[src/rtl/core/mse_pkg.sv]
package mse_pkg;

   // element width, fixed by the data format
   localparam int DATA_W = 32;

   typedef enum logic [1:0] {
      ST_IDLE,
      ST_PASS,
      ST_MERGE,
      ST_DRAIN
   } mse_state_type;

   // commands from the controller to the datapath
   typedef struct packed {
      logic load;
      logic pass_setup;
      logic merge;
      logic drain;
   } mse_cmd_type;

   // status from the datapath to the controller
   typedef struct packed {
      logic pass_end;
      logic sort_done;
      logic drain_end;
   } mse_stat_type;

endpackage

[src/rtl/core/mse_ctrl.sv]
module mse_ctrl (
   input  logic                  clock,
   input  logic                  reset,
   input  logic                  start,
   input  logic                  req_last_in,
   input  mse_pkg::mse_stat_type stat,
   output mse_pkg::mse_cmd_type  cmd,
   output logic                  busy
);

   mse_pkg::mse_state_type state_ff;
   mse_pkg::mse_state_type state_in;

   always_ff @(posedge clock) begin
      if (reset) begin
         state_ff <= mse_pkg::ST_IDLE;
      end else begin
         state_ff <= state_in;
      end
   end

   // next state
   always_comb begin
      state_in = state_ff;
      unique case (state_ff)
         mse_pkg::ST_IDLE: begin
            if (start && req_last_in) begin
               state_in = mse_pkg::ST_PASS;
            end
         end
         mse_pkg::ST_PASS: begin
            if (stat.sort_done) begin
               state_in = mse_pkg::ST_DRAIN;
            end else begin
               state_in = mse_pkg::ST_MERGE;
            end
         end
         mse_pkg::ST_MERGE: begin
            if (stat.pass_end) begin
               state_in = mse_pkg::ST_PASS;
            end
         end
         mse_pkg::ST_DRAIN: begin
            if (stat.drain_end) begin
               state_in = mse_pkg::ST_IDLE;
            end
         end
         default: state_in = mse_pkg::ST_IDLE;
      endcase
   end

   // outputs
   always_comb begin
      cmd  = '0;
      busy = 1'b1;
      unique case (state_ff)
         mse_pkg::ST_IDLE: begin
            busy     = 1'b0;
            cmd.load = start;
         end
         mse_pkg::ST_PASS:  cmd.pass_setup = 1'b1;
         mse_pkg::ST_MERGE: cmd.merge      = 1'b1;
         mse_pkg::ST_DRAIN: cmd.drain      = 1'b1;
         default:           busy           = 1'b1;
      endcase
   end

endmodule

[config.mk]
export PLATFORM = sky130hd
export DESIGN_NAME = mse_ctrl
export DESIGN_NICKNAME = d
export VERILOG_FILES = /design/src/rtl/core/mse_pkg.sv /design/src/rtl/core/mse_ctrl.sv
export SDC_FILE = /design/constraint.sdc
export NUM_CORES = 1
export LEC_CHECK = 0
export BUFFER_PORTS_ARGS = -buffer_cell sky130_fd_sc_hd__buf_2
export CAP_MARGIN = 40
export CORE_AREA = 4 4 41 43
export CTS_CLUSTER_SIZE = 14
export DETAILED_ROUTE_END_ITERATION = 10
export DIE_AREA = 0 0 45 47
export REMOVE_ABC_BUFFERS = 1
export SLEW_MARGIN = 20
export SYNTH_ARGS = -nofsm -noshare
export SYNTH_HDL_FRONTEND = slang
export SYNTH_SLANG_ARGS = --single-unit
[constraint.sdc]
create_clock -name clock -period 0.9 [get_ports clock]
set_input_delay 0.09 -clock clock [delete_from_list [all_inputs] [get_ports clock]]
set_output_delay 0.09 -clock clock [all_outputs]
set_load 0.1 [all_outputs]
Word level (Yosys, flattened, before mapping) --
Index checks and enable logic that the tools add are counted.
Cells by class: $add $sub $neg 0, multipliers 0, divide/modulo/power cells 0, magnitude comparators 0, equal/unequal tests 6, shift-type cells 0, multiplexer cells 10, bitwise gates (word level) 0, reductions and logical operators 3
Operators by type and width (count):
- $pmux W2 S4 | 1
- $mux W1 | 6
- $mux W2 | 3
- $ne A2 B2 Y1 const B | 3
- $eq A2 B2 Y1 const B | 2
- $reduce_and A3 Y1 | 1
- $eq A2 B1 Y1 const B | 1
- $logic_not A2 Y1 | 1
- $logic_and A1 B1 Y1 | 1
Word-level totals: register bits 2, latch bits 0, RAM bits 0, memory bits (read-only) 0, input port bits 7, output and inout bits 5, word-level logic and storage cells 20, memories 0

Logic depth before layout (Yosys ltp) --
depth after elaboration 3, mapped depth 3, mapped depth without buffers 3

Worst setup path after synthesis --
OpenSTA, ideal clock, no wires.
kind register to output, start point register state_ff[1], end point output cmd[3] (netlist bit), data arrival time 2373 ps, data required time 810 ps, setup slack -1563 ps, stages on the path, launching flop included 3, buffers on the path 0, cells stage by stage dfxtp_1 or2_1 nor2_1
RTL lines:
- start, declared | line mse_ctrl.sv:11 | mse_pkg::mse_state_type state_ff;
- start signal, assigned | line mse_ctrl.sv:16 | state_ff <= mse_pkg::ST_IDLE;
- start signal, assigned | line mse_ctrl.sv:18 | state_ff <= state_in;
- end, declared | line mse_ctrl.sv:7 | output mse_pkg::mse_cmd_type cmd,

==> impl_metrics.csv <==
group,metric,value,unit
layout,mostFrequentLayoutCells,"buf_2 (6), buf_12 (4), clkbuf_4 (3), buf_6 (3), nor2_4 (2)",
run,drv_cap,0,
floorplan,coreArea,0.00130,sq mm
global_routing,track_usage,0.0552,
floorplan,die_h,47,um
routing,routed_wl,402,um
cts,clock_latency,0.22,ns
pwr,ir_drop,0.000366,V
layout,reg_top3,"state_ff x2",
min_path,hold_depth,2,
routing,drt_iter0_drc,1,
layout,layout_commonest_cell,"buf_2",
layout,largest_register,"state_ff",
logic_synthesis,ys_types,15,
logic_synthesis,avgSynthCellArea,8.24,sq um
global_routing,grt_pass1_wl,717,um
setup_path,start_kind,"flip-flop",
routing,route.vias.total,181,
pwr,p_per_area,1760,mW/mm^2
placement,placed_cell_area,297,sq um
outcome,status,"finished, violations left",
floorplan,initial_core_util,0.108,
setup_path,end_kind,"output port",
layout,finalNetCount,43,
sta,setup_violations,6,
setup_path,critical_path_class,"flip-flop to output port",
cts,cts_sinks,2,
sta,skew,0.000940,ns
placement,io_buffers,11,
layout,drive_above_1_share,0.824,
sta,holdWs,0.0361,ns
global_routing,overflow,0,
sta,rsz0062_at_grt,"yes",
sta,finalCriticalPeriod,1.18,ns
setup_path,required,0.81,ns
logic_synthesis,synth_cells,17,
setup_path,r2r_cells,4,
layout,multiInputGateArea,111,sq um
cts,cts_made_buffers,3,
sta,drv_slew,0,
sta,worstMarginPinSlew,0.197,ns
setup_path,crit_fanout,6,
pwr,fin_total_pwr,667,uW
pwr,leakage,0.000171,uW
layout,seqCellArea,45.0,sq um
cts,clockRootBuffer,"clkbuf_4",
placement,gp_congestion,0.687,
cts,cts_tree,"built",
layout,fillers,140,
min_path,hold_path.class,"input pin to flip-flop",
routing,via_per_inst,3.69,
cts,clk_pin_slew,0.03,ns
floorplan,io_pins,12,
floorplan,die_area,0.00212,sq mm
cts,htree_levels,1,
layout,area_growth,170,%
placement,dp_hpwl,297,um
routing,first_pass_iters,2,
layout,largest_reg_flops,2,
global_routing,antenna_found_initial,0,
logic_synthesis,syn_area,140,sq um
outcome,violations,"setup timing",
setup_path,critPathArrivalTime,1.09,ns
sta,layout_setup_ws,-0.278,ns
logic_synthesis,ys_seq_elements,2,
global_routing,grt_pass1_vias,183,
sta,max_freq,849,MHz
cts,cts_max_path_buffers,2,
floorplan,fp.dieW,45,um
floorplan,placementRows,13,
sta,fin_crit_sh,1.31,
logic_synthesis,synth_seq_area_share,0.286,
routing,drcViolationCount,0,
sta,relSlewSlack,0.869,
layout,antenna_cells,0,
logic_synthesis,yosys_warnings,0,
routing,postRouteAntennaNets,0,
routing,wl_per_cell,8.20,um
cts,hold_buffers,0,
layout,postLayoutCellArea,378,sq um
global_routing,grt_max_degree,7,
sta,hold_viol,0,
through the flow:
step / cells / util / setup slack (ns) / TNS [ns]
after floorplan: 16 / - / -1.56 / -3.07
after global placement: 44 / 0.228 / -0.160 / -0.446
after detailed placement: 44 / 0.228 / -0.175 / -0.472
after CTS: 49 / 0.274 / -0.294 / -1.29
after global routing: 49 / 0.290 / -0.337 / -1.62
final: 49 / 0.290 / -0.278 / -1.25
report_power, final:
part,switching (uW),leakage (uW),total [uW],internal [uW]
registers,6.85,0.0000175,105,98.0
clock network,48.9,0.0000138,196,147
logic,213,0.000139,366,153
total,269,0.000171,667,398
cell families after synthesis:
logic type,after synthesis,synth area share
AOI/OAI and AO/OA,4,0.250
and+or+nand+nor,9,0.384
buffers and inverters,2,0.0804
DFF,2,0.286
cell type report:
class,count,share of cell area
Inverter,1,0.00993
Multi-Input combinational cell,13,0.295
Tap cell,15,0.0497
Timing Repair Buffer,15,0.467
Clock buffer,3,0.0596
Sequential cell,2,0.119
worst paths after layout:
path                            start                        to  slack (ns)
min reg2reg  state_ff[0]$_SDFFE_PP0P_  state_ff[0]$_SDFFE_PP0P_        0.57
max reg2reg  state_ff[0]$_SDFFE_PP0P_  state_ff[0]$_SDFFE_PP0P_       -0.06
min                             reset  state_ff[1]$_SDFFE_PP0P_        0.04
max          state_ff[0]$_SDFFE_PP0P_                    cmd[3]       -0.28
cell usage after synthesis (all sizes together):
master	n	area, sq um
nor2	3	13.8
dfxtp	2	40.0
a21o	1	7.51
a21oi	1	5.00
a221oi	1	15.0
a22oi	1	7.51
and2	1	7.51
and2b	1	8.76
buf	1	7.51
inv	1	3.75
nand2	1	3.75
nand3b	1	7.51
nor2b	1	6.26
or2	1	6.26
repair_timing:
| action | in CTS | in global routing |
|---|---|---|
| hold endpoints to repair | 0 | 0 |
| gates resized for setup | 8 | 5 |
| pin swaps | 0 | 2 |
| endpoints found under the setup margin | 6 | 7 |
| setup buffers | 2 | 0 |
critical path, cell delays in order, from the launching register on:
cell,delay (ns)
dfxtp_4,0.34
or2_4,0.25
nor2_4,0.10
buf_12,0.18
layer usage:
layer  GRT usage  wire length [um]  vias up
li1            -                 -       92
met1      0.0407               144       79
met2      0.0791               201       10
met3      0.0460                56        0
met4      0.0702                 0        0
met5           0                 0        -
(Power assumes the default switching activity.)
